### src/hw/rtl/graph_adjacency_store_defines.svh
// assertion macros shared by the graph adjacency store rtl
// no dependencies; taken in by the files that assert
`ifndef GRAPH_ADJACENCY_STORE_DEFINES_SVH
`define GRAPH_ADJACENCY_STORE_DEFINES_SVH

// condition implies check in the same cycle
`define GAS_ASSERT_NOW(label, clk, rst, cond, check, msg) \
   label: assert property (@(posedge clk) disable iff (rst) (cond) |-> (check)) \
      else $error(msg);

// condition implies check in the next cycle
`define GAS_ASSERT_NEXT(label, clk, rst, cond, check, msg) \
   label: assert property (@(posedge clk) disable iff (rst) (cond) |=> (check)) \
      else $error(msg);

`endif

### src/hw/rtl/gas_pkg.sv
// types, codes and constants of the graph adjacency store
// no dependencies; used by controller, datapath and top level
package gas_pkg;

   localparam int MAX_VERTICES_DEF = 16;
   localparam int OP_W             = 2;
   localparam int KEY_W            = 32;
   localparam int WEIGHT_W         = 32;
   localparam int STATUS_W         = 2;
   localparam int DEGREE_W         = 5;

   localparam logic [WEIGHT_W-1:0] NO_EDGE = {WEIGHT_W{1'b1}};

   typedef enum logic [OP_W-1:0] {
      OP_ADD_VERTEX = 2'd0,
      OP_ADD_EDGE   = 2'd1,
      OP_DEGREE     = 2'd2
   } op_type;

   typedef enum logic [STATUS_W-1:0] {
      ST_OK        = 2'd0,
      ST_FULL      = 2'd1,
      ST_NOT_FOUND = 2'd2
   } status_type;

   typedef enum logic [1:0] {
      MW_NONE,
      MW_CLEAR,
      MW_RC,
      MW_CR
   } mat_wr_type;

   typedef enum logic [2:0] {
      S_CLEAR,
      S_IDLE,
      S_DISPATCH,
      S_SEARCH_A,
      S_SEARCH_B,
      S_WRITE_RC,
      S_WRITE_CR,
      S_ROW
   } state_type;

   typedef struct packed {
      logic       load;
      logic       key_write;
      logic       search_start;
      logic       search_step;
      logic       target_b;
      logic       save_r;
      logic       save_c;
      logic       row_step;
      mat_wr_type mat_wr;
      logic       respond;
      status_type rsp_status;
   } gas_cmd_type;

   typedef struct packed {
      logic [OP_W-1:0] op;
      logic            full;
      logic            hit;
      logic            miss;
      logic            row_done;
      logic            clear_last;
   } gas_stat_type;

endpackage

### src/hw/rtl/gas_controller.sv
// controller state machine: sequences clearing, search, matrix writes, row scan
// depends on gas_pkg and graph_adjacency_store_defines.svh
`include "graph_adjacency_store_defines.svh"
module gas_controller (
   input  logic                  clock,
   input  logic                  reset,
   input  logic                  start,
   output logic                  busy,
   input  gas_pkg::gas_stat_type stat,
   output gas_pkg::gas_cmd_type  cmd
);
   import gas_pkg::*;

   state_type state_ff, state_in;

   always_ff @(posedge clock) begin
      if (reset) begin
         state_ff <= S_CLEAR;
      end else begin
         state_ff <= state_in;
      end
   end

   always_comb begin
      state_in = state_ff;
      cmd      = '0;
      unique case (state_ff)
         S_CLEAR: begin
            cmd.mat_wr = MW_CLEAR;
            if (stat.clear_last) begin
               state_in = S_IDLE;
            end
         end
         S_IDLE: begin
            if (start) begin
               cmd.load = 1'b1;
               state_in = S_DISPATCH;
            end
         end
         S_DISPATCH: begin
            unique case (stat.op)
               OP_ADD_VERTEX: begin
                  cmd.respond = 1'b1;
                  state_in    = S_IDLE;
                  if (stat.full) begin
                     cmd.rsp_status = ST_FULL;
                  end else begin
                     cmd.key_write  = 1'b1;
                     cmd.rsp_status = ST_OK;
                  end
               end
               OP_ADD_EDGE, OP_DEGREE: begin
                  cmd.search_start = 1'b1;
                  state_in         = S_SEARCH_A;
               end
               default: begin
                  cmd.respond    = 1'b1;
                  cmd.rsp_status = ST_OK;
                  state_in       = S_IDLE;
               end
            endcase
         end
         S_SEARCH_A: begin
            priority if (stat.hit) begin
               cmd.save_r       = 1'b1;
               cmd.search_start = 1'b1;
               state_in         = (stat.op == OP_DEGREE) ? S_ROW : S_SEARCH_B;
            end else if (stat.miss) begin
               cmd.respond    = 1'b1;
               cmd.rsp_status = ST_NOT_FOUND;
               state_in       = S_IDLE;
            end else begin
               cmd.search_step = 1'b1;
            end
         end
         S_SEARCH_B: begin
            cmd.target_b = 1'b1;
            priority if (stat.hit) begin
               cmd.save_c = 1'b1;
               state_in   = S_WRITE_RC;
            end else if (stat.miss) begin
               cmd.respond    = 1'b1;
               cmd.rsp_status = ST_NOT_FOUND;
               state_in       = S_IDLE;
            end else begin
               cmd.search_step = 1'b1;
            end
         end
         S_WRITE_RC: begin
            cmd.mat_wr = MW_RC;
            state_in   = S_WRITE_CR;
         end
         S_WRITE_CR: begin
            // a self loop writes the same cell twice
            cmd.mat_wr     = MW_CR;
            cmd.respond    = 1'b1;
            cmd.rsp_status = ST_OK;
            state_in       = S_IDLE;
         end
         S_ROW: begin
            if (stat.row_done) begin
               cmd.respond    = 1'b1;
               cmd.rsp_status = ST_OK;
               state_in       = S_IDLE;
            end else begin
               cmd.row_step = 1'b1;
            end
         end
         default: begin
            state_in = S_IDLE;
         end
      endcase
   end

   assign busy = (state_ff != S_IDLE);

   `GAS_ASSERT_NEXT(a_resp_idle, clock, reset, cmd.respond, state_ff == S_IDLE, "no return to idle after result")
   `GAS_ASSERT_NOW(a_no_wr_in_search, clock, reset, cmd.mat_wr != MW_NONE, !cmd.search_step && !cmd.row_step, "matrix write during scan")
   `GAS_ASSERT_NEXT(a_load_dispatch, clock, reset, cmd.load, state_ff == S_DISPATCH && busy, "accepted beat not dispatched")

endmodule

### config.mk
export PLATFORM = sky130hd
export DESIGN_NAME = gas_controller
export DESIGN_NICKNAME = d
export VERILOG_FILES = /design/src/hw/rtl/gas_pkg.sv /design/src/hw/rtl/gas_controller.sv
export VERILOG_INCLUDE_DIRS = /design/src /design/src/hw/rtl
export SDC_FILE = /design/constraint.sdc
export NUM_CORES = 1
export LEC_CHECK = 0
export ABC_CLOCK_PERIOD_IN_PS = 2700
export BUFFER_PORTS_ARGS = -buffer_cell sky130_fd_sc_hd__buf_2
export CORE_AREA = 5 5 42 44
export CTS_CLUSTER_DIAMETER = 30
export DETAILED_ROUTE_END_ITERATION = 10
export DIE_AREA = 0 0 47 49
export GPL_ROUTABILITY_DRIVEN = 1
export GPL_TIMING_DRIVEN = 1
export PLACE_DENSITY_LB_ADDON = 0.25
export SLEW_MARGIN = 15
export SYNTH_ARGS = -nofsm -noshare
export SYNTH_HDL_FRONTEND = slang
export SYNTH_SLANG_ARGS = --single-unit
export TNS_END_PERCENT = 30
### constraint.sdc
create_clock -name clock -period 2.7 [get_ports clock]
set_input_delay 0 -clock clock [delete_from_list [all_inputs] [get_ports clock]]
set_output_delay 0 -clock clock [all_outputs]
set_load 0.01 [all_outputs]
Yosys cells after proc, flatten, opt, wreduce, memory -nomap -nowiden
Cells that the tools add are included.
{"block": "totals", "ff_bits": 3, "input_bits": 10, "output_inout_bits": 14, "elab_cells": 51}
{"block": "op_classes", "eq_ne": 13, "mux": 32, "n_reduce_logical": 5}
{"cell": "$mux 3", "n": 9}
{"cell": "$pmux 3 s8", "n": 1}
{"cell": "$mux 1", "n": 16}
{"cell": "$eq 3x3->1 const B", "n": 4}
{"cell": "$pmux 3 s4", "n": 1}
{"cell": "$eq 3x2->1 const B", "n": 2}
{"cell": "$ne 2x2->1 const B", "n": 3}
{"cell": "$pmux 2 s3", "n": 1}
{"cell": "$pmux 3 s2", "n": 1}
{"cell": "$mux 2", "n": 2}
{"cell": "$reduce_or 2->1", "n": 2}
{"cell": "$eq 3x1->1 const B", "n": 1}
{"cell": "$logic_not 3->1", "n": 1}
{"cell": "$ne 3x1->1 const B", "n": 1}
{"cell": "$reduce_and 3->1", "n": 1}
{"cell": "$eq 2x1->1 const B", "n": 1}
{"cell": "$eq 2x2->1 const B", "n": 1}
{"cell": "$logic_not 2->1", "n": 1}
{"cell": "$pmux 1 s2", "n": 1}

Depth between registers and ports, before layout
Gate-level depths: netlist (run 1).
{"block": "depth", "word_depth": 4, "depth_mapped": 6, "ltp_nobuf": 6}

Worst setup path after synthesis (run 1)
No wires, ideal clock.
{"block": "synth_timing", "kind": "register -> output", "from": "register state_ff[0]", "to": "output port cmd[9] (netlist bit)", "t_arrival_ns": 1.080, "required_time_ns": 2.700, "setup_slack_ns": 1.620, "path_stages_with_launch": 6, "n_path_buf": 1, "cell_sequence": "dfxtp_1 -> buf_2 -> nand2b_1 -> nor2_2 -> a21oi_1 -> nor3_1"}
{"item": "from (decl)", "line": "gas_controller.sv:14", "rtl": "state_type state_ff, state_in;"}
{"item": "from (signal assigned)", "line": "gas_controller.sv:20", "rtl": "state_ff <= state_in;"}
{"item": "to (decl)", "line": "gas_controller.sv:10", "rtl": "output gas_pkg::gas_cmd_type cmd"}

==> results of run 1 <==
cells in the final DEF, fill, tap and decap left out:
| master | netlist | layout |
|---|---|---|
| o21ai_1 | 3 | 3 |
| inv_2 | 3 | 3 |
| and3_1 | 2 | 2 |
| mux2i_1 | 1 | 1 |
| nor2_2 | 2 | 2 |
| ha_1 | 2 | 2 |
| a21boi_1 | 1 | 1 |
| a221oi_2 | 1 | 1 |
| o22ai_1 | 1 | 1 |
| clkbuf_4 | 0 | 3 |
| and2_1 | 2 | 2 |
| a22o_1 | 1 | 1 |
| nand4b_1 | 1 | 1 |
| nor3b_1 | 1 | 1 |
| nor3b_2 | 1 | 1 |
| a21boi_4 | 1 | 1 |
| nor2_1 | 4 | 4 |
| xor2_1 | 1 | 1 |
| dfxtp_1 | 3 | 3 |
| clkbuf_1 | 0 | 1 |
| dlygate4sd3_1 | 0 | 1 |
| nand2b_1 | 3 | 3 |
| inv_1 | 3 | 3 |
| a22oi_1 | 1 | 1 |
| nor3_1 | 3 | 3 |
| buf_2 | 2 | 23 |
| nand2_1 | 7 | 7 |
| nor2b_1 | 1 | 1 |
| nor2_4 | 1 | 1 |
| a21oi_1 | 6 | 6 |
power by group through the flow:
stage / registers (W) / logic, W / clock network (W)
floorplan: 0.0000485 / 0.0000481 / 0
global placement: 0.0000580 / 0.0000552 / 0
detailed placement: 0.0000581 / 0.0000558 / 0
CTS: 0.0000572 / 0.0000569 / 0.0000830
global route: 0.0000586 / 0.0000637 / 0.0000902
finish: 0.0000574 / 0.0000562 / 0.0000787
critical path, cell delays in order, from the launching register on:
cell      delay, ns
dfxtp_1        0.65
nand2b_1       0.16
nor2_2         0.14
a21oi_1        0.07
nor3_1         0.15
buf_2          0.15
synthesized netlist by cell type, types with 2 or more instances:
cell type,number
nand2_1,7
a21oi_1,6
nor2_1,4
dfxtp_1,3
inv_1,3
inv_2,3
nand2b_1,3
nor3_1,3
o21ai_1,3
and2_1,2
and3_1,2
buf_2,2
buf_6,2
ha_1,2
nor2_2,2
through the flow:
| step | hold WS [ns] | utilization [%] | instance area, µm² |
|---|---|---|---|
| 2_1_floorplan | 0.0475 | - | 427 |
| 3_3_place_gp | 0.203 | 37.8 | 529 |
| 4_1_cts | 0.0859 | 40.4 | 566 |
| 3_5_place_dp | 0.202 | 37.8 | 529 |
| 5_1_grt | 0.117 | 40.4 | 566 |
| 6_report | 0.102 | 40.4 | 566 |
cells by family (layout without fill, tap and decap cells):
family | Yosys count | in the layout
fa+ha+maj | 2 | 2
flops | 3 | 3
mux | 1 | 1
simple gates | 28 | 28
compound gates | 15 | 15
buf+inv | 10 | 34
xor+xnor | 1 | 1
final timing paths:
kind	start	end	slack (ns)	depth (start not counted)
hold reg to reg	state_ff[1]$_SDFFE_PP0P_	state_ff[1]$_SDFFE_PP0P_	0.72	2
hold / removal	stat[0]	state_ff[0]$_SDFFE_PP0P_	0.10	3
setup reg to reg	state_ff[0]$_SDFFE_PP0P_	state_ff[1]$_SDFFE_PP0P_	1.35	4
setup / recovery	state_ff[2]$_SDFFE_PP0P_	cmd[9]	1.16	5
final cells by class:
| type | instances | area [µm²] |
|---|---|---|
| Clock buffer | 4 | 26.3 |
| Fill cell | 166 | 836 |
| Inverter | 6 | 22.5 |
| Multi-Input combinational cell | 47 | 312 |
| Sequential cell | 3 | 60.1 |
| Tap cell | 16 | 20.0 |
| Timing Repair Buffer | 24 | 125 |
metal layers:
metal  vias to the layer above  global-route usage [%]  routed length [µm]
met2                        16                    15.2                 519
li1                        251                       -                   -
met3                         2                    1.48                  72
met4                         0                    6.91                  16
met1                       207                    11.6                 437
met5                         -                       0                   0
==> flow_summary.toml, run 1 <==
[sta]
min_period_ns = 1.54
worst_slack_ns = 1.16
setup_tns_ns = 0
finalCritPeriodShare_pct = 57.2
slew_headroom_pct = 63.5
rsz0062_at_grt = "no"
finalMaxSlewViolations = 0
fin_worst_skew_ns = 0.00181
setup_violations = 0
finalHoldViolCount = 0
worstMarginPinSlew_ns = 0.546
fmax_mhz = 647

[pwr]
switchingPower_w = 0.0000613
power.total_w = 0.000192
p_int_w = 0.000131
power.density_nw_per_um2 = 340
p_seq_share_pct = 29.9
switching_share_pct = 31.9
leakagePower_nw = 0.310
irDropWorstVdd_mv = 0.0963
combPwrFrac_pct = 29.2
clkPwrFrac_pct = 40.9

[synthesis]
synth_nets = 72
synth_edf_count = 0
postSynth.asyncResetShare_pct = 0
synth_top_family_by_area = "simple AND/OR/NAND/NOR gates"
yosys_warnings = 0
synth_xor_area_share_pct = 2.05
muxShareOfSynthArea_pct = 2.35
syn_inst = 60
synth_top_area_cell = "dfxtp_1"
synth_top_area_share_pct = 14.1
synth_area_um2 = 427
synth.distinct_cells = 28
yosys-top-cells-area = "dfxtp_1 14%, a21oi_1 7.0%, nand2_1 6.2%"
yosysSeqAreaShare_pct = 14.1
synth-seq-cells = 3
synth_compound_area_share_pct = 25.5
syn_area_per_cell_um2 = 7.11
synthAdderAreaFrac_pct = 5.87
synth_ff_type = "dfxtp_1"
yosys.area_share.simple_pct = 37.2

[critical_path]
crit_fanout = 13
worstPathRequired_ns = 2.70
endpoint_kind = "output port"
critPathLaunchType = "register"
crit_type = "register to output port"
cp.arrival_ns = 1.54

[finish]
largest_reg_flops = 3
top_register = "state_ff"
finalNetCount = 97
area_growth_pct = 32.6
drive_gt1_share_pct = 41.7
top_regs = "state_ff: 3 flops"
fin_cells = 100
antennaDiodeCount = 0

[clock_tree]
cts_tree = "yes"
h-tree-depth = 1
cts_buffers = 3
postCtsHoldBufs = 1
post-cts-setup-buffers = 0
insertion_delay_ns = 0.23
path_clk_slew_ns = 0.04
cts_root_buf = "clkbuf_4"
clock_sinks = 3
ctsResizeCount = 0
clockBufferDepth = 2

[floorplanning]
die_w_um = 47
start_util_pct = 30.4
core_um2 = 1400
dieArea_um2 = 2300
die_height_um = 49
row_count = 14
io_pins = 24

[global_routing]
grt-ovfl-total = 0
grt_pass1_wl_um = 1670
grt_max_degree = 18
grt_pass1_vias = 394
grt_usage_pct = 9.77
antenna_found_initial = 0

[placement]
gp_routability_congestion = 0.726
hpwlAfterDp_um = 826
place_ws_ns = 1.35
io_buffer_count = 23
dp_cells = 95

[route]
dr.first_iter.drc_count = 9
drtPass1Iterations = 4
drt-wirelength-per-cell_um = 10.5
routed_wl_um = 1050
ant_nets = 0
vias_per_cell = 4.76
vias = 476
drc = 0

[worst_hold_path]
hp-class = "primary input to register"

[flow_run]
drv_cap = 0

[status]
status = "finished, final reports clean"
No activity file was read; power rests on OpenSTA's default activity.
==> run 2, diff against run 1 <==
- ABC_CLOCK_PERIOD_IN_PS: 2700 -> 1350
- clock period: 2.7 -> 1.35 ns (I/O delays scaled with it)
==> run 2 against run 1 <==
Effect of this change: die area stayed put; global-route usage is 0.43 points higher; setup slack worse by 1.1 ns; clock power is 110% higher; wire length is 8.3% higher; sequential power is 81% higher; register-to-register slack worse by 1.1 ns; sequential share of layout area is 0.12 points higher.
==> flow_summary.toml, run 2 (synthesis results as in run 1) <==
[route]
drtPass1Iterations = 3
ant_nets = 0
routed_wl_um = 1130
vias = 486
dr.first_iter.drc_count = 3
drt-wirelength-per-cell_um = 10.9
vias_per_cell = 4.67
drc = 0

[sta]
min_period_ns = 1.26
rsz0062_at_grt = "no"
fin_worst_skew_ns = 0.00108
worstMarginPinSlew_ns = 0.190
finalMaxSlewViolations = 0
finalCritPeriodShare_pct = 93.3
fmax_mhz = 794
slew_headroom_pct = 87.3
setup_violations = 0
setup_tns_ns = 0
finalHoldViolCount = 0

[clock_tree]
h-tree-depth = 1
insertion_delay_ns = 0.24
path_clk_slew_ns = 0.04
cts_tree = "yes"
clock_sinks = 3
cts_root_buf = "clkbuf_4"
clockBufferDepth = 2
cts_buffers = 3

[critical_path]
crit_family = "flip-flops"
reg2regPathDepth = 4
r2r_slack_ns = 0.27
worstPathRequired_ns = 1.35
cp.arrival_ns = 1.26
crit_fanout = 10
regToRegStartpoint = "state_ff[1]$_SDFFE_PP0P_"
cp_cell_sequence = "buf_4 > nor2_4 > a21oi_1 > nor3_1 > buf_2"
critical-path-slowest-cell = "dfxtp_4"
critical-path-max-stage-delay_ns = 0.37
endpoint_kind = "output port"
rr_endpoint = "state_ff[0]$_SDFFE_PP0P_"
path_buf_inv = 2
crit_start = "state_ff[2]$_SDFFE_PP0P_"
critPathLaunchType = "register"
crit_type = "register to output port"

[pwr]
irDropWorstVdd_mv = 0.201
power.density_nw_per_um2 = 672
leakagePower_nw = 0.332

[global_routing]
grt_pass1_vias = 445
grt_pass1_wl_um = 1790
grt_max_degree = 11
grt-ovfl-total = 0
grt_usage_pct = 10.2
antenna_found_initial = 0

[finish]
layout_common_cells = "23 x buf_2, 7 x nand2_1, 6 x a21oi_1"
post-route-util_pct = 43.2
top_register = "state_ff"
filler_cell_count = 175
antennaDiodeCount = 0
largest_reg_flops = 3
finalNetCount = 101
area_growth_pct = 41.9
final_common_cell = "buf_2"
drive_gt1_share_pct = 46.6
top_regs = "state_ff: 3 flops"

[floorplanning]
io_pins = 24
core_um2 = 1400
dieArea_um2 = 2300
start_util_pct = 30.4
row_count = 14
die_w_um = 47
die_height_um = 49

[placement]
io_buffer_count = 23
hpwlAfterDp_um = 906
gp_routability_congestion = 0.787

[worst_hold_path]
hold_depth = 3
hp-class = "primary input to register"
holdPathEnd = "state_ff[0]$_SDFFE_PP0P_"
hp-start = "stat[0]"

[status]
status = "finished, final reports clean"

[flow_run]
drv_cap = 0
## run 2: cell count changes in the layout (fill, tap and decap cells not counted), sizes merged
cell / change
buf: +4
## run 2: power breakdown
group	switching [W]	internal [W]	total, W
Combinational	0.0000703	0.0000675	0.000138
Sequential	0.0000102	0.0000934	0.000104
Clock	0.0000541	0.000111	0.000165
Total	0.000135	0.000272	0.000407
## run 2: final cells by class
type                       instances  area (µm²)  share of cell area [%]
multi-input combinational         47         317                    52.3
timing repair buffer              28         155                    25.6
sequential                         3        65.1                    10.7
clock buffer                       4        26.3                    4.34
inverter                           6        22.5                    3.72
tap                               16        20.0                    3.31
## run 2: worst max path at each step
| stage | depth (start not counted) | end |
|---|---|---|
| global route | 5 | cmd[3] |
| finish | 5 | cmd[9] |
| floorplan | 5 | cmd[9] |
| CTS | 5 | cmd[9] |
| global placement | 5 | cmd[9] |
| detailed placement | 5 | cmd[9] |
## run 2: timing repair
item / in CTS / in global routing
endpoints found under the hold margin: 3 / 0
hold buffers: 1 / 0
gates cloned: 0 / 0
endpoints found under the setup margin: 4 / 3
resized for setup: 1 / 3
buffers inserted: 0 / 0
## run 2: layer usage
layer / part of all wire [%] / up-vias / GRT usage, %
met5: 0 / - / 0
met4: 1.5 / 0 / 5.53
met3: 7.9 / 2 / 1.48
met2: 50 / 14 / 16.5
met1: 41 / 213 / 12.3
li1: - / 257 / -
## run 2: metrics by stage
| step | power [W] | hold WS (ns) | std cells | setup WS [ns] | cell area, µm² |
|---|---|---|---|---|---|
| 2_1_floorplan | 0.000193 | 0.0475 | 60 | 0.270 | 427 |
| 3_3_place_gp | 0.000241 | 0.208 | 99 | 0.169 | 559 |
| 3_5_place_dp | 0.000241 | 0.207 | 99 | 0.150 | 559 |
| 4_1_cts | 0.000417 | 0.0702 | 104 | 0.0342 | 597 |
| 5_1_grt | 0.000439 | 0.0909 | 104 | 0.00237 | 606 |
| 6_report | 0.000407 | 0.0694 | 104 | 0.0900 | 606 |
## run 2: worst min-delay path: cells and delay by family
family	cells	cell delay [ns]
simple gates	1	0.11
compound gates	1	0.06
buf+inv	1	0.10
==> run 3, diff against run 2 <==
- SETUP_SLACK_MARGIN: default -> 0.1
==> run 3 against run 2 <==
Effect of this change: maximum frequency up 0.68%; flip-flop and latch count unchanged; clock power about the same; critical endpoint unchanged; core utilization up 1.3 points; non-clock buffer count up 1; critical path depth unchanged; setup slack better by 0.0085 ns.
==> flow_summary.toml, run 3 (synthesis results as in run 1) <==
[sta]
setup_violations = 0
finalCritPeriodShare_pct = 92.7
rsz0062_at_grt = "yes"
slew_headroom_pct = 87.4
fmax_mhz = 799
setup_tns_ns = 0
hold_slack_ns = 0.0921
worstMarginPinSlew_ns = 0.189
min_period_ns = 1.25
finalMaxSlewViolations = 0
finalHoldViolCount = 0
fin_worst_skew_ns = 0.00146

[finish]
drive_gt1_share_pct = 50.6
area_growth_pct = 46.0
filler_cell_count = 171
top_register = "state_ff"
fin_cells = 105
final_common_cell = "buf_2"
layout_common_cells = "23 x buf_2, 7 x nand2_1, 5 x a21oi_1"
post-route-util_pct = 44.5
antennaDiodeCount = 0
top_regs = "state_ff: 3 flops"
largest_reg_flops = 3
finalNetCount = 102

[route]
vias = 499
vias_per_cell = 4.75
routed_wl_um = 1190
drc = 0
dr.first_iter.drc_count = 12
drt-wirelength-per-cell_um = 11.4
drtPass1Iterations = 4
ant_nets = 0

[clock_tree]
insertion_delay_ns = 0.24
clock_sinks = 3
h-tree-depth = 1
cts_buffers = 3
clockBufferDepth = 2
path_clk_slew_ns = 0.04
cts_root_buf = "clkbuf_4"
cts_tree = "yes"

[floorplanning]
start_util_pct = 30.4
die_w_um = 47
row_count = 14
core_um2 = 1400
die_height_um = 49
dieArea_um2 = 2300
io_pins = 24

[global_routing]
grt_pass1_wl_um = 2000
grt_max_degree = 9
grt_pass1_vias = 489
antenna_found_initial = 0
grt-ovfl-total = 0
grt_usage_pct = 11.5

[pwr]
irDropWorstVdd_mv = 0.206
power.density_nw_per_um2 = 663
leakagePower_nw = 0.340

[critical_path]
crit_fanout = 6
worstPathRequired_ns = 1.35
critPathLaunchType = "register"
crit_type = "register to output port"
cp.arrival_ns = 1.25
endpoint_kind = "output port"

[placement]
hpwlAfterDp_um = 906
dp_cells = 99
gp_routability_congestion = 0.787
io_buffer_count = 23

[status]
status = "finished, final reports clean"

[worst_hold_path]
hp-class = "primary input to register"

[flow_run]
drv_cap = 0
run 3: cell count changes in the layout (fill, tap and decap cells not counted), sizes merged:
cell,before,now
clkbuf,4,5
run 3: power breakdown:
| part | internal [W] | switching (W) | total, W | leakage [nW] |
|---|---|---|---|---|
| clock | 0.000111 | 0.0000549 | 0.000166 | 0.0150 |
| combinational | 0.0000701 | 0.0000729 | 0.000143 | 0.299 |
| sequential | 0.0000937 | 0.0000104 | 0.000104 | 0.0260 |
run 3: layout make-up:
cell class	instances	area, µm²	area share, %
clock buffer	4	26.3	4.22
inverter	6	22.5	3.61
multi-input combinational	47	328	52.6
sequential	3	66.3	10.6
tap	16	20.0	3.21
timing repair buffer	29	160	25.7
run 3: metal layers:
layer / GRT usage, % / vias to the layer above / part of all wire, %
met2: 19.0 / 16 / 51
li1: - / 263 / -
met1: 12.9 / 218 / 40
met5: 0 / - / 0
met3: 1.85 / 2 / 7.6
met4: 7.37 / 0 / 1.4
run 3: final timing paths:
kind,start,to,slack (ns),cells after the start
hold reg to reg,state_ff[1]$_SDFFE_PP0P_,state_ff[2]$_SDFFE_PP0P_,0.66,3
hold / removal,stat[0],state_ff[0]$_SDFFE_PP0P_,0.09,3
setup reg to reg,state_ff[2]$_SDFFE_PP0P_,state_ff[1]$_SDFFE_PP0P_,0.20,5
setup / recovery,state_ff[2]$_SDFFE_PP0P_,cmd[9],0.1,5
run 3: stage by stage:
stage,worst slack (ns),power [W],instance area (µm²)
CTS,0.0950,0.000418,609
finish,0.0985,0.000413,623
global placement,0.169,0.000241,559
detailed placement,0.150,0.000241,559
floorplan,0.270,0.000193,427
global route,0.0447,0.000446,623
run 3: critical path: stages, from the launching register on:
cell,delay (ns)
dfxtp_4,0.37
buf_4,0.16
nor2_4,0.12
a21oi_2,0.08
nor3_1,0.12
buf_2,0.16
run 3: repair_timing:
item,in CTS,in global routing
setup endpoints to repair,8,6
hold endpoints to repair,3,0
hold buffers,1,0
resized for setup,4,4
pin swaps,0,2
setup buffers,1,0
gates cloned,0,0
